File: src/rtl/core/kpclk_pkg.sv
// Package for the keypad-settable time-of-day clock.
// Holds the input and result word types, key constants and status codes.
// No dependencies; every other file in rtl/core imports it.
package kpclk_pkg;

  // Kind of input word.
  localparam logic KIND_TICK = 1'b0;
  localparam logic KIND_KEY  = 1'b1;

  // ASCII codes of interest.
  localparam logic [7:0] KEY_START  = 8'd49;  // '1'
  localparam logic [7:0] ASCII_ZERO = 8'd48;  // '0'
  localparam logic [7:0] ASCII_NINE = 8'd57;  // '9'

  // Time limits.
  localparam logic [4:0] HOUR_MAX = 5'd23;
  localparam logic [5:0] MIN_MAX  = 6'd59;
  localparam logic [5:0] SEC_MAX  = 6'd59;

  // Entry phases: idle, then one phase per digit awaited.
  localparam logic [2:0] PHASE_IDLE = 3'd0;
  localparam logic [2:0] PHASE_LAST = 3'd6;
  localparam int unsigned NUM_STORED = 5;  // the sixth digit is used directly

  typedef enum logic [2:0] {
    ST_RUN       = 3'd0,
    ST_ENTERING  = 3'd1,
    ST_WRONG_KEY = 3'd2,
    ST_BAD_HOUR  = 3'd3,
    ST_BAD_MIN   = 3'd4,
    ST_BAD_SEC   = 3'd5,
    ST_SET       = 3'd6
  } status_t;

  typedef struct packed {
    logic       kind;
    logic [7:0] key_code;
  } item_t;

  typedef struct packed {
    logic [4:0] hours;
    logic [5:0] minutes;
    logic [5:0] seconds;
    logic [2:0] entry_step;
    status_t    status;
  } result_t;

endpackage

File: src/rtl/core/kpclk_engine.sv
// Time and entry state of the keypad-settable clock, with its update logic.
// Applies one input word per step strobe and presents the updated result.
// Depends on kpclk_pkg.
module kpclk_engine (
  input  logic              clk,
  input  logic              rst,
  input  logic              step,
  input  kpclk_pkg::item_t  item,
  output kpclk_pkg::result_t result
);
  import kpclk_pkg::*;

  logic [5:0] sec_count, sec_next;
  logic [5:0] min_count, min_next;
  logic [4:0] hour_count, hour_next;
  logic [2:0] entry_phase, phase_next;
  logic [3:0] digit_store [NUM_STORED];
  logic       store_we;
  logic [2:0] store_idx;
  logic       is_digit;
  logic [3:0] digit;
  logic [6:0] h_val, m_val, s_val;
  status_t    status;

  // Two decimal digits to binary: hi * 10 + lo, as shifts and adds.
  function automatic logic [6:0] pair_value(input logic [3:0] hi, input logic [3:0] lo);
    logic [6:0] r;
    r = {hi, 3'b000} + {2'b00, hi, 1'b0} + {3'b000, lo};
    return r;
  endfunction

  assign is_digit  = (item.key_code >= ASCII_ZERO) && (item.key_code <= ASCII_NINE);
  assign digit     = item.key_code[3:0];
  assign store_idx = entry_phase - 3'd1;

  assign h_val = pair_value(digit_store[0], digit_store[1]);
  assign m_val = pair_value(digit_store[2], digit_store[3]);
  assign s_val = pair_value(digit_store[4], digit);

  // Next state and status for the word being applied.
  always_comb begin
    sec_next   = sec_count;
    min_next   = min_count;
    hour_next  = hour_count;
    phase_next = entry_phase;
    store_we   = 1'b0;
    status     = ST_RUN;
    if (item.kind == KIND_TICK) begin
      // Seconds roll into minutes, minutes into hours, hours wrap at midnight.
      if (sec_count >= SEC_MAX) begin
        sec_next = '0;
        if (min_count >= MIN_MAX) begin
          min_next = '0;
          if (hour_count >= HOUR_MAX) begin
            hour_next = '0;
          end else begin
            hour_next = hour_count + 5'd1;
          end
        end else begin
          min_next = min_count + 6'd1;
        end
      end else begin
        sec_next = sec_count + 6'd1;
      end
      status = (entry_phase != PHASE_IDLE) ? ST_ENTERING : ST_RUN;
    end else if (entry_phase == PHASE_IDLE) begin
      if (item.key_code == KEY_START) begin
        phase_next = 3'd1;
        status     = ST_ENTERING;
      end else begin
        status = ST_WRONG_KEY;
      end
    end else if (!is_digit || entry_phase > PHASE_LAST) begin
      phase_next = PHASE_IDLE;
      status     = ST_WRONG_KEY;
    end else if (entry_phase < PHASE_LAST) begin
      store_we   = 1'b1;
      phase_next = entry_phase + 3'd1;
      status     = ST_ENTERING;
    end else begin
      // Last digit: check fields in order and load only if all are in range.
      phase_next = PHASE_IDLE;
      if (h_val > {2'b00, HOUR_MAX}) begin
        status = ST_BAD_HOUR;
      end else if (m_val > {1'b0, MIN_MAX}) begin
        status = ST_BAD_MIN;
      end else if (s_val > {1'b0, SEC_MAX}) begin
        status = ST_BAD_SEC;
      end else begin
        hour_next = h_val[4:0];
        min_next  = m_val[5:0];
        sec_next  = s_val[5:0];
        status    = ST_SET;
      end
    end
  end

  // Result as seen after the update.
  always_comb begin
    result.hours      = hour_next;
    result.minutes    = min_next;
    result.seconds    = sec_next;
    result.entry_step = (phase_next != PHASE_IDLE) ? (phase_next - 3'd1) : 3'd0;
    result.status     = status;
  end

  // State registers.
  always_ff @(posedge clk) begin
    if (rst) begin
      sec_count   <= '0;
      min_count   <= '0;
      hour_count  <= '0;
      entry_phase <= PHASE_IDLE;
    end else if (step) begin
      sec_count   <= sec_next;
      min_count   <= min_next;
      hour_count  <= hour_next;
      entry_phase <= phase_next;
    end
  end

  // Digit store has no reset: every entry is written before it is read.
  always_ff @(posedge clk) begin
    if (step && store_we) begin
      digit_store[store_idx] <= digit;
    end
  end

endmodule

File: src/rtl/core/keypad_set_time_of_day_clock_unit.sv
// Top level of the keypad-settable 24-hour time-of-day clock.
// Depends on kpclk_pkg and kpclk_engine.
//
// Each input word is either a one-second tick or a key press, and each gives
// exactly one result word carrying the time after the update, the number of
// digits entered so far and a status code. The block takes one word per clock
// while the result register is not stalled, and returns results in order; an
// accepted word waits in the input register and is then applied and written
// into the result register once that register is free or being emptied.
// The time and entry state in kpclk_engine are updated as each word is applied.
// A stalled result register holds one result while the input register holds
// the next word.
module keypad_set_time_of_day_clock_unit (
  input  logic               clk,
  input  logic               rst,
  input  logic               in_valid,
  output logic               in_ready,
  input  kpclk_pkg::item_t   in_word,
  output logic               out_valid,
  input  logic               out_ready,
  output kpclk_pkg::result_t out_word
);
  import kpclk_pkg::*;

  logic    in_held;
  item_t   in_q;
  logic    advance;
  result_t result;

  // A held word is applied when the result register is free or being emptied.
  assign advance  = in_held && (!out_valid || out_ready);
  assign in_ready = !in_held || advance;

  // Input register.
  always_ff @(posedge clk) begin
    if (rst) begin
      in_held <= 1'b0;
    end else if (in_ready) begin
      in_held <= in_valid;
    end
  end

  always_ff @(posedge clk) begin
    if (in_valid && in_ready) begin
      in_q <= in_word;
    end
  end

  kpclk_engine u_engine (
    .clk    (clk),
    .rst    (rst),
    .step   (advance),
    .item   (in_q),
    .result (result)
  );

  // Result register.
  always_ff @(posedge clk) begin
    if (rst) begin
      out_valid <= 1'b0;
    end else if (advance) begin
      out_valid <= 1'b1;
    end else if (out_ready) begin
      out_valid <= 1'b0;
    end
  end

  always_ff @(posedge clk) begin
    if (advance) begin
      out_word <= result;
    end
  end

  // The reported time is always a valid time of day.
  a_time_in_range: assert property (@(posedge clk) disable iff (rst)
    out_valid |-> (out_word.hours <= HOUR_MAX) && (out_word.minutes <= MIN_MAX) &&
                  (out_word.seconds <= SEC_MAX))
    else $error("result time out of range");

  // Any status that ends or refuses entry reports no digits pending.
  a_step_cleared: assert property (@(posedge clk) disable iff (rst)
    out_valid && (out_word.status == ST_WRONG_KEY || out_word.status == ST_BAD_HOUR ||
                  out_word.status == ST_BAD_MIN || out_word.status == ST_SET ||
                  out_word.status == ST_BAD_SEC || out_word.status == ST_RUN)
    |-> (out_word.entry_step == 3'd0))
    else $error("entry step not cleared");

  // No more than five digits are ever reported as pending.
  a_step_bound: assert property (@(posedge clk) disable iff (rst)
    out_valid |-> (out_word.entry_step <= 3'd5))
    else $error("entry step beyond five");

  // A held word that cannot be applied stays held.
  a_in_hold: assert property (@(posedge clk) disable iff (rst)
    in_held && !advance |=> in_held && $stable(in_q))
    else $error("held input word lost");

endmodule

File: config.mk
export PLATFORM = sky130hd
export DESIGN_NAME = keypad_set_time_of_day_clock_unit
export DESIGN_NICKNAME = d
export VERILOG_FILES = /design/src/rtl/core/kpclk_pkg.sv /design/src/rtl/core/kpclk_engine.sv /design/src/rtl/core/keypad_set_time_of_day_clock_unit.sv
export SDC_FILE = /design/constraint.sdc
export NUM_CORES = 1
export LEC_CHECK = 0
export BUFFER_PORTS_ARGS = -buffer_cell sky130_fd_sc_hd__buf_2
export CORE_AREA = 2 2 88 90
export DETAILED_ROUTE_END_ITERATION = 8
export DIE_AREA = 0 0 90 92
export GPL_TIMING_DRIVEN = 0
export PLACE_DENSITY = 0.75
export SYNTH_ARGS = -nofsm -noshare
export SYNTH_HDL_FRONTEND = slang
export SYNTH_HIERARCHICAL = 1
export SYNTH_SLANG_ARGS = --single-unit
File: constraint.sdc
create_clock -name clk -period 4.6 [get_ports clk]
set_input_delay 0.23 -clock clk [delete_from_list [all_inputs] [get_ports clk]]
set_output_delay 0.23 -clock clk [all_outputs]
set_load 0.005 [all_outputs]
After elaboration in Yosys (flattened, before gate mapping). Memory sizes are Yosys's and may differ from the RTL's. Index checks and enable logic that the tools add are counted.

Register bits after elaboration: 54. Bits of input ports: 13. Memories kept: 1. Memory bits (writable): 20.

Memories: u_engine.digit_store (words 5, width 4, rd ports 5, clocked after Yosys merged registers in 0, write ports 1, line kpclk_engine.sv:17) `logic [3:0] digit_store [NUM_STORED];`.

Multiplexer cells: 49. Magnitude comparators: 10. Reduce and logical (&&, ||, !) cells: 14. Add/subtract/negate cells: 12. Equal/unequal tests: 1.

Operator list (number): $mux 6 (17); $mux 5 (10); $mux 3 (11); $add 7x4->7 (3); $add 7x5->7 (3); $gt 7x6->1 const B (2); $add 6x1->6 const B (2); $ge 6x6->1 const B (2); $mux 1 (9); $eq 8x6->1 const B (1); $ge 8x6->1 const B (1); $le 8x6->1 const B (1); $gt 7x5->1 const B (1); $reduce_bool 3->1 (2); $sub 3x1->3 const B (2); $add 5x1->5 const B (1); $ge 5x5->1 const B (1); $logic_and 1x1->1 (4); $mux 2 (2); $add 3x1->3 const B (1); $gt 3x3->1 const B (1); $logic_not 1->1 (3); $logic_not 3->1 (1); $logic_or 1x1->1 (3); 2 further kinds (2).

Longest topological paths before layout. Gate-level depths: netlist (run 1). An unclocked memory read counts as a cell.

Depth after elaboration: 11. Depth in mapped cells: 14. Gate-level depth less buffers: 11.

Modules after synthesis. Netlist (run 1), hierarchy kept.

By module, submodules not included: kpclk_engine (seq. area each 1001.0 um^2, cells each 368, area each 3235.6 um^2, instances 1); keypad_set_time_of_day_clock_unit (seq. area each 1001.0 um^2, cells each 42, area each 1064.8 um^2, instances 1).

Least setup slack after synthesis (run 1). Ideal clock, no wire load.

Path kind: register to register. From: memory u_engine.digit_store[0][0]. To: register out_word[16] (netlist bit) (data pin). Library setup time: 262 ps. Path slack: 836 ps. Path buffers: 1. Data arrival time: 3502 ps. Data required time: 4338 ps. Stages on the path, launching flop included: 12. Path through: edfxtp_1 -> inv_1 -> fa_1 -> fa_1 -> nand2b_1 -> a21oi_1 -> xor2_1 -> or4_1 -> buf_2 -> nor4_4 -> mux2_2 -> or2_2.

RTL lines: start: declaration (line kpclk_engine.sv:17); end signal: assignment (line keypad_set_time_of_day_clock_unit.sv:70) `out_word <= result;`; end: declaration (line keypad_set_time_of_day_clock_unit.sv:21) `output kpclk_pkg::result_t out_word`.

==> run summary, run 1 <==
The run finished with clean final reports. The clock latency reported for the late side of the worst-skew pair came out at 0.35 ns. The run gives 0.246 as the combined global-route utilization of all metal layers.

Total setup violations reported at the end of the flow: 0. For the pin with the worst max-slew slack, the measured transition is 0.850 ns. The critical register-to-register path endpoint was out_word[6]. Type of the tightest min-delay check: in2reg. Setup repair after global routing left no endpoint under its margin. The run gives 1.94 nW as the leakage power. The startpoint type of the worst setup path was a register.

Max-cap violation count: 0. After legalization and detailed placement, the total HPWL measured 7.03 mm. Before antenna repair, the detailed router went through 5 iterations. The via count of the first global-routing pass is 3,194, and the effective utilization at floorplan is 0.577. In this run, post-CTS repair resized a total of 0 instances.

In this run the power density over the cells is 290 nW/um^2. The post-synthesis area per instance works out to 10.5 um^2. In this design, the stage delay of the slowest critical-path cell is 0.56 ns. In this run the remaining antenna-violating nets after routing total 0.

The run gives 0 as the hold violation count in the final report. The multi-input combinational cells in the finished layout cover a total of 2100 um^2. The horizontal die dimension came out at 90 um. In this run the worst setup path terminates at out_word[6].

Number of diodes: 0. In the routed design, unresolved DRC markers number 0. The count of final max-slew check failures is 0. The post-synthesis cell type with the largest combined area was edfxtp_1. By area the synthesized netlist is led by edfxtp_1, dfxtp_1, ha_1. The sequential cells in the finished layout cover a total of 2000 um^2. The finished layout holds 565 standard cells, fillers aside.

The root buffer cell is clkbuf_8. STA puts the critical path data arrival time at 4.20 ns. The mean routed wirelength per cell was 16.8 um. The buffer levels on the longest clock path came out at 2. Clock-pin slew was measured on the worst setup and hold paths at 0.08 ns.

STA classifies the critical path endpoint as a register. The smallest hold slack was 0.0561 ns. TritonCTS built the clock tree. The logs give 220 uV for the worst voltage drop across the vdd grid and 15.7 mm for the first-pass GRT wire length.

After the last flow step, the layout net total stands at 505. In this run the most critical hold path is launched from in_word[6]. The run gives 38 as the count of boundary I/O pins.

Synthesis inferred 74 register bits. In this run the cell area of the synthesized design comes to 4300 um^2. The share of the synthesized area in the top cell type was 0.363; the via-per-instance ratio was 5.86.

After detailed placement, the design holds a cell count of 549. Overall power: 1.40 mW. The clock skew after layout is 0.00942 ns, and the placer congestion estimate is 0.978. Slack of the worst reg-to-reg path: 0.47 ns. Traced cell by cell, the critical path runs through inv_1, fa_1, fa_1, nand2b_1, a21oi_1, xor2_1, or4_1, buf_2, nor4_4, buf_6, buf_12, mux2i_1, o22ai_1. The number of cells on the worst reg-to-reg path is 13.

The commonest cells after synthesis are nand2_1, edfxtp_1, nor2_1. The total setup buffers inserted after CTS is 0, and the share of the clock period used by the worst path after layout is 0.899. Maximum level of the CTS H-tree: 3.

The clock net in this run drives a total of 74 sinks. The number of fillers in the final layout was 638. After detailed routing, the total wire length is 9.48 mm. The worst register-to-register path begins at u_engine/digit_store[0][0].

For this run, the leading register cell type out of synthesis is edfxtp_1. The instance count of the mapped netlist is 410. The sequential area share after synthesis is 0.466, and the number of synthesized flops with an enable pin is 52. The via total after detailed routing was 3,310. Yosys printed 6 warnings.

The most used standard cell by instance count after synthesis was nand2_1. Yosys mapped the design onto 63 distinct sky130hd cell types. The first routing iteration left 261 violations. Entering global routing, the biggest net connects 26 pins.

Maximum clock frequency: 242 MHz. The setup path with the least slack is of type reg2reg. The final-layout setup total negative slack is 0 ns, and the die outline area is 8280 um^2. The number of buffers inserted by hold repair at cts is 0, and the cell count of the worst hold path is 1. The slowest cell on the critical path is nor4_4. The number of antenna violations at the first check in global routing was 0. The run gives 0.432 as the headroom to the max-slew limit. For the number of clock buffers inserted by TritonCTS, the log shows 9. Compared with the post-synthesis result, the final layout area differs by 11.9%. In this run the worst path has a maximum fanout of 10. In this run the vertical extent of the chip is 92 um. For this run the aggregate overflow at the end of global routing stands at 0. The share of post-route cells with drive strength above 1 is 0.181, and the total nets after synthesis is 457. The worst path in the final design needs a cycle of 4.13 ns, including I/O delays and setup. The cell occurring most often along the worst timing path was fa_1.

The required arrival time at the worst endpoint was 4.67 ns; the core area was 7450 um^2. During placement, the flow inserted port buffers numbering 37. The critical path starts at u_engine/digit_store[0][0]. The initialized floorplan defines 32 standard-cell rows.

Share of synthesized flip-flops with an asynchronous set or reset: 0.
## through the flow
step | worst slack (ns) | area (um^2) | utilization
6_report | 0.466 | 4810 | 0.646
2_1_floorplan | 0.836 | 4300 | -
3_5_place_dp | 0.494 | 4610 | 0.619
4_1_cts | 0.473 | 4810 | 0.646
5_1_grt | 0.253 | 4810 | 0.646
3_3_place_gp | 0.516 | 4610 | 0.619
## state kept, by name (all words and copies together) (netlist names)
name                  flops
in_held                   1
in_q                      9
out_valid                 1
out_word                 23
u_engine/digit_store     20
u_engine/entry_phase      3
u_engine/hour_count       5
u_engine/min_count        6
u_engine/sec_count        6
## area by class of cell
type | instances | area share
Buffer | 19 | 0.0231
Clock buffer | 13 | 0.0377
Clock inverter | 3 | 0.00390
Inverter | 22 | 0.0172
Multi-Input combinational cell | 295 | 0.437
Sequential cell | 74 | 0.416
Tap cell | 102 | 0.0265
Timing Repair Buffer | 37 | 0.0385
## layer usage
layer | track usage | vias to the layer above | share of wire
met4 | 0.122 | 0 | 0.026
met1 | 0.318 | 1568 | 0.43
met2 | 0.405 | 123 | 0.48
li1 | - | 1597 | -
met3 | 0.0370 | 22 | 0.055
met5 | 0 | - | 0
## worst min path at each step
stage / to / slack (ns)
3_3_place_gp: in_q[4] / 0.41
5_1_grt: in_q[6] / 0.04
2_1_floorplan: in_held / 0.29
4_1_cts: in_q[6] / 0.04
6_report: in_q[6] / 0.06
3_5_place_dp: in_q[4] / 0.41
## power breakdown
group          switching (mW)  leakage [nW]  internal, mW
logic                  0.0841          1.17        0.0539
registers              0.0211         0.667         0.742
clock network           0.235         0.104         0.261
total                   0.340          1.94          1.06
## layout by cell type (no fill, tap or decap), types with 3 or more instances in the layout
cell type and n:
a211oi_1 4, a21o_1 6, a21oi_1 13, a311oi_1 10, a32oi_1 3, buf_2 42
clkbuf_1 13, clkbuf_8 10, dfxtp_1 22, edfxtp_1 52, fa_1 6, ha_1 28
inv_1 22, mux2_2 13, mux2i_1 4, nand2_1 60, nand2b_1 5, nand3_1 7
nand4_1 5, nor2_1 33, nor2b_1 4, nor3_1 6, nor3b_1 3, nor4_1 3
o211a_1 3, o21ai_0 17, o22ai_1 6, o31a_1 3, or2_2 4, xnor2_1 9
xor2_1 7
## cell families after synthesis
logic type                 after synthesis  synth area share
buffers and inverters                   41            0.0451
and+or+nand+nor                        145             0.166
xor gates and xnor gates                16            0.0326
muxes                                   17            0.0434
adders and majority gates               34             0.109
AOI/OAI and AO/OA                       83             0.138
DFF                                     74             0.466
## worst max-delay path: cells and delay by family (launching register included)
| kind | cells | cell delay (ns) |
|---|---|---|
| XOR/XNOR | 1 | 0.08 |
| AND/OR/NAND/NOR | 3 | 1.25 |
| multiplexers | 1 | 0.18 |
| AO/OA/AOI/OAI | 2 | 0.29 |
| buffers and inverters | 4 | 0.66 |
| flip-flops | 1 | 0.40 |
| adder cells (fa/ha/maj) | 2 | 0.97 |
No activity file was read; power rests on OpenSTA's default activity.
==> run 2: changes to the inputs <==
--- a/config.mk
+++ b/config.mk
@@ -7,6 +7,7 @@
 export LEC_CHECK = 0
 export BUFFER_PORTS_ARGS = -buffer_cell sky130_fd_sc_hd__buf_2
 export CORE_AREA = 2 2 88 90
+export CTS_BUF_LIST = sky130_fd_sc_hd__clkbuf_4 sky130_fd_sc_hd__clkbuf_8 sky130_fd_sc_hd__clkbuf_16
 export DETAILED_ROUTE_END_ITERATION = 8
 export DIE_AREA = 0 0 90 92
 export GPL_TIMING_DRIVEN = 0
==> run summary, run 2 (synthesis gave the netlist of run 1 again) <==
The area growth from synthesis to final layout came out at 12.1%. The total clock sinks is 74. The largest registers in the layout are out_word x23, u_engine/digit_store x20, in_q x9.

The final critical path time including I/O delays and setup is 4.15 ns. The buffer levels on the longest clock path came out at 2. The die covers 8280 um^2.

The maximum number of pins on one net before global-route repair is 26, and the mean routed wirelength per cell is 16.9 um. The detailed router finished its first iteration with 311 violations. STA classifies the critical path endpoint as a register. After legalization and detailed placement, the total HPWL measured 7.03 mm. The run gives 0.577 as the effective utilization at floorplan.

The total global routing overflow was 0; the clock latency reported for the late side of the worst-skew pair was 0.35 ns. The total setup buffers inserted after CTS is 0. The number of antenna violations at the first check in global routing came out at 0. The cell sitting at the root of the clock tree is a clkbuf_8. The run finished with clean final reports.

Share of post-route cells with drive strength above 1: 0.186. The placer congestion estimate was 0.978; the horizontal die dimension was 90 um. The hold violation count in the final report is 0, and the total setup violations reported at the end of the flow is 0. STA puts the critical path data arrival time at 4.22 ns. The library cells used most frequently in the layout, excluding fill and tap cells, are nand2_1, edfxtp_1, buf_2, nor2_1, ha_1.

The ratio of total power to cell area was 293 nW/um^2. Across all layers, the routed design uses 3,317 vias. The number of clock buffers added by TritonCTS is 9.

In the routed design, unresolved DRC markers number 0. Count of final max-slew check failures: 0. The repair_antennas step left the layout with diodes totalling 0.

The tools report the count of boundary I/O pins as 38. The run gives 505 as the layout net count. Die extent in y: 92 um. The logs give 219 uV for the worst voltage drop across the vdd grid and 0 for the number of gates resized after cts.

TritonCTS built the clock tree. The tools report the final-layout setup total negative slack as 0 ns. After floorplanning, the core was sized to cover 7450 um^2.

Iteration count of the initial detailed-routing pass: 5. The routed wire length is 9.55 mm. The register with the most flip-flops in the layout has 23 of them. Max-cap violations in this run came to 0.

Buffers placed on the I/O ports in this run total 37. The maximum fanout count along the critical path was 10. Fill cells in the final layout number 634. The logs give 0.246 for the combined global-route utilization of all metal layers and 0.440 for the headroom to the max-slew limit. Total power for the finished layout comes to 1.41 mW. The via count of the first global-routing pass came out at 3,196. Setup repair after global routing left no endpoint under its margin.

The maximum clock frequency came out at 241 MHz. In this run the remaining antenna-violating nets after routing total 0. In this run the worst hold path is classified as in2reg. The initialized floorplan defines 32 standard-cell rows. The first-pass GRT wire length was 15.7 mm.

The share of the clock period used by the worst path after layout was 0.902. The H-tree generated during clock tree synthesis spans 3 levels. The most common cell after layout, fill and taps aside was nand2_1. For this design the static power due to leakage is 1.95 nW. Ranked by flip-flop count, first place goes to out_word. The post-CTS clock slew at the launch and capture registers of the worst setup and hold paths came out at 0.08 ns. Number of buffers inserted by hold repair at cts: 0. For the worst setup path, the data required time is 4.67 ns. The transition at the pin with the smallest max-transition slack was 0.838 ns. The tools report the startpoint type of the worst setup path as a register. Clock skew after layout: 0.00911 ns. Kind of critical path: reg2reg. Using the TritonRoute via totals, the vias-per-cell ratio works out to 5.87.
[run 2: changes by cell type in the layout (fill, tap and decap cells not counted)]
cell / change
clkbuf_4: +2
clkbuf_1: -2
[run 2: layer usage]
| layer | up-vias | wire, um | track usage |
|---|---|---|---|
| li1 | 1593 | - | - |
| met1 | 1579 | 4160 | 0.318 |
| met2 | 124 | 4620 | 0.407 |
| met3 | 21 | 517 | 0.0370 |
| met4 | 0 | 250 | 0.119 |
| met5 | - | 0 | 0 |
[run 2: area by class of cell]
| cell class | instances | area, um^2 | share of cell area |
|---|---|---|---|
| Buffer | 19 | 111 | 0.0231 |
| Multi-Input combinational cell | 295 | 2100 | 0.437 |
| Timing Repair Buffer | 37 | 185 | 0.0384 |
| Tap cell | 102 | 128 | 0.0265 |
| Sequential cell | 74 | 2000 | 0.415 |
| Inverter | 22 | 82.6 | 0.0171 |
| Clock inverter | 3 | 18.8 | 0.00389 |
| Clock buffer | 13 | 189 | 0.0392 |
[run 2: worst max-delay path: stages, from the launching register on]
cell and delay, ns:
edfxtp_1 0.40, inv_1 0.09, fa_1 0.46, fa_1 0.51, nand2b_1 0.18, a21oi_1 0.16, xor2_1 0.08, or4_1 0.51
buf_2 0.18, nor4_4 0.57, buf_6 0.26, buf_12 0.14, mux2i_1 0.18, o22ai_1 0.13
[run 2: through the flow]
stage	utilization	cells	hold slack [ns]	worst slack, ns	instance area (um^2)
6_report	0.647	565	0.0544	0.449	4820
3_5_place_dp	0.619	549	0.408	0.494	4610
2_1_floorplan	-	410	0.292	0.836	4300
3_3_place_gp	0.619	549	0.406	0.516	4610
5_1_grt	0.647	565	0.0389	0.253	4820
4_1_cts	0.647	565	0.0435	0.473	4820
[run 2: worst paths after layout]
check	cells past startpoint	slack, ns	to	start
setup / recovery	13	0.45	out_word[6]	u_engine/digit_store[0][0]
setup reg to reg	13	0.45	out_word[6]	u_engine/digit_store[0][0]
hold / removal	1	0.05	in_q[6]	in_word[6]
hold reg to reg	2	0.50	out_valid	in_held
[run 2: report_power, final]
group	switching [mW]	leakage [nW]	internal, mW
registers	0.0214	0.667	0.742
logic	0.0848	1.17	0.0539
clock network	0.235	0.110	0.273
total	0.341	1.95	1.07
==> run 3: changes to the inputs <==
--- a/config.mk
+++ b/config.mk
@@ -11,7 +11,7 @@
 export DETAILED_ROUTE_END_ITERATION = 8
 export DIE_AREA = 0 0 90 92
 export GPL_TIMING_DRIVEN = 0
-export PLACE_DENSITY = 0.75
+export PLACE_DENSITY_LB_ADDON = 0.3
 export SYNTH_ARGS = -nofsm -noshare
 export SYNTH_HDL_FRONTEND = slang
 export SYNTH_HIERARCHICAL = 1
==> run summary, run 3 (synthesis gave the netlist of run 1 again) <==
The count of nets left with antenna violations once routing finished came out at 0. In this run the post-CTS setup repair buffer count came out at 0. The library cell used most frequently in the layout, excluding fill and tap cells, is nand2_1. The maximum number of pins on one net before global-route repair was 26; the via total after detailed routing was 3,289. On the final layout, the worst hold slack is 0.0586 ns. After detailed routing, the average wire length per cell comes to 16.8 um. The floorplan step defined a die boundary enclosing 8280 um^2.

The tools report the number of gates resized after cts as 0. The share of the clock period used by the worst path after layout is 0.924. Slowest cell on the critical path: nor4_4.

The first global-routing pass estimated 15.5 mm of wire. After clock tree synthesis, the clock-pin slew on the worst setup and hold paths is 0.08 ns. Timing would allow up to 235 MHz. The core area was 7450 um^2. STA classifies the critical path startpoint as a register.

Combined global-route utilization of all metal layers: 0.241. The flow ran to the end, and the final reports show no timing, DRC or antenna violations. Measured along the x axis, the die boundary spans 90 um. The run gives 0.577 as the effective utilization at floorplan. The largest registers in the layout are out_word x23, u_engine/digit_store x20, in_q x9.

Walking the worst path, the cells encountered are inv_1, fa_1, fa_1, nand2b_1, a21oi_1, xor2_1, or4_1, buf_2, nor4_4, buf_6, mux2_2, o311ai_0. Dividing the detail-routed via count by the number of cells gives 5.82. The element type at the critical path end was a register.

Row generation in the floorplan step produced 32 rows. Setup repair after global routing left no endpoint under its margin. The endpoint identified for the worst register-to-register timing path is out_word[21]. The hold violation count in the final report was 0; the area growth from synthesis to final layout was 12.0%. The slack of the worst reg-to-reg path is 0.35 ns, and the count of boundary I/O pins is 38. The ratio of total power to cell area works out to 291 nW/um^2.

The iteration count of the initial detailed-routing pass is 5. The endpoint arrival time on the critical path came out at 4.33 ns. The final critical path time including I/O delays and setup is 4.25 ns. The layout net count was 505.

In this run, the number of DRC markers left after iteration 0 of detailed routing was 227. The detailed-route DRC error count was 0. The min-delay analysis places its worst path in the category in2reg. Along the worst path, the maximum fanout reaches 10. For the worst setup path, the data required time is 4.69 ns. The number of I/O port buffers is 37.

Routability-driven placement finished with a final weighted congestion of 0.939. By startpoint and endpoint, the worst setup path is classified as reg2reg. The repair_antennas step left the layout with diodes totalling 0.

For this run, the slowest stage of the critical path takes 0.65 ns. The leakage power is 1.94 nW. Summed over all nets, the half-perimeter wirelength after detailed placement is 6.88 mm. TritonCTS created 9 clock buffers. The share of post-route cells with drive strength above 1 came out at 0.186. The buffer levels on the longest clock path is 2, and the flip-flop count of the largest register, all copies and words added is 23. The number of antenna violations at the first check in global routing is 0. The headroom to the max-slew limit was 0.460. The number of cell instances on the worst register-to-register path came out at 12. In the layout the commonest cells are nand2_1, edfxtp_1, buf_2, nor2_1, ha_1. For the final-layout setup total negative slack, the log shows 0 ns. On the final layout, the worst clock skew is 0.0145 ns. The cell occurring most often along the worst timing path was fa_1. The number of non-filler instances in the completed layout is 565, and the maximum level of the CTS H-tree is 3. The clock latency reported for the late side of the worst-skew pair is 0.35 ns.

The total setup violations reported at the end of the flow is 0, and the total clock sinks is 74. The number of placed instances, taps included, is 549. Across the run, the number of max-cap violations was 0. The transition at the pin with the smallest max-transition slack is 0.808 ns. After global routing the overflow that remains totals 0. Summed over all layers, the routed wires come to 9.52 mm.

The startpoint identified for the worst register-to-register timing path is u_engine/digit_store[0][0]. The run gives 0 as the count of final max-slew check failures. The tools report the root buffer cell as clkbuf_8. Counting flops per register, the top entry is out_word. The tools report the startpoint of the worst setup timing path as u_engine/digit_store[0][0].

Buffers inserted to repair hold after CTS numbered 0. Across the VDD grid, the largest voltage drop is 222 uV. The run gives 3,173 as the via count of the first global-routing pass.

Fill cells in the final layout number 601. The critical path ends at out_word[21]. The die extent in y is 92 um. TritonCTS built the clock tree.
## run 3: cell types whose count changed in the layout (fill, tap and decap cells not counted)
cell,previous run,this run
clkbuf_8,10,12
clkbuf_16,2,1
clkinv_4,1,0
## run 3: per-layer routing
| layer | GRT usage | vias to the layer above | part of all wire |
|---|---|---|---|
| li1 | - | 1599 | - |
| met3 | 0.0419 | 16 | 0.054 |
| met5 | 0 | - | 0 |
| met2 | 0.400 | 115 | 0.47 |
| met1 | 0.321 | 1559 | 0.45 |
| met4 | 0.0885 | 0 | 0.019 |
## run 3: power breakdown
part | internal, mW | switching (mW) | leakage, nW | total [mW]
clock | 0.269 | 0.232 | 0.108 | 0.501
combinational | 0.0540 | 0.0836 | 1.17 | 0.138
sequential | 0.742 | 0.0214 | 0.667 | 0.763
total | 1.07 | 0.337 | 1.94 | 1.40
## run 3: critical path, delay by kind of cell (launching register included)
kind / cells / cell delay (ns)
AOI/OAI and AO/OA: 2 / 0.28
xor gates and xnor gates: 1 / 0.08
adders and majority gates: 2 / 0.96
buffers and inverters: 3 / 0.54
DFF: 1 / 0.40
muxes: 1 / 0.36
and+or+nand+nor: 3 / 1.36
## run 3: layout make-up
type	count	area, um^2	share of cell area
tap	102	128	0.0265
inverter	22	82.6	0.0172
clock buffer	14	191	0.0398
sequential	74	2000	0.416
clock inverter	2	10.0	0.00208
buffer	19	111	0.0231
multi-input combinational	295	2100	0.437
timing repair buffer	37	185	0.0385
## run 3: worst min-delay path by stage
stage,to,cells after the start,startpoint,slack [ns]
finish,in_q[1],1,in_word[1],0.06
global route,in_q[1],1,in_word[1],0.04
CTS,in_q[2],1,in_word[2],0.04
detailed placement,in_q[5],1,in_word[5],0.41
global placement,in_q[5],1,in_word[5],0.41
floorplan,in_held,1,rst,0.29
## run 3: through the flow
stage / setup WS [ns] / utilization / power, mW / cell area (um^2)
3_3_place_gp: 0.424 / 0.619 / 0.909 / 4610
5_1_grt: 0.189 / 0.647 / 1.45 / 4810
2_1_floorplan: 0.836 / - / 0.864 / 4300
4_1_cts: 0.371 / 0.647 / 1.41 / 4810
3_5_place_dp: 0.396 / 0.619 / 0.914 / 4610
6_report: 0.352 / 0.647 / 1.40 / 4810
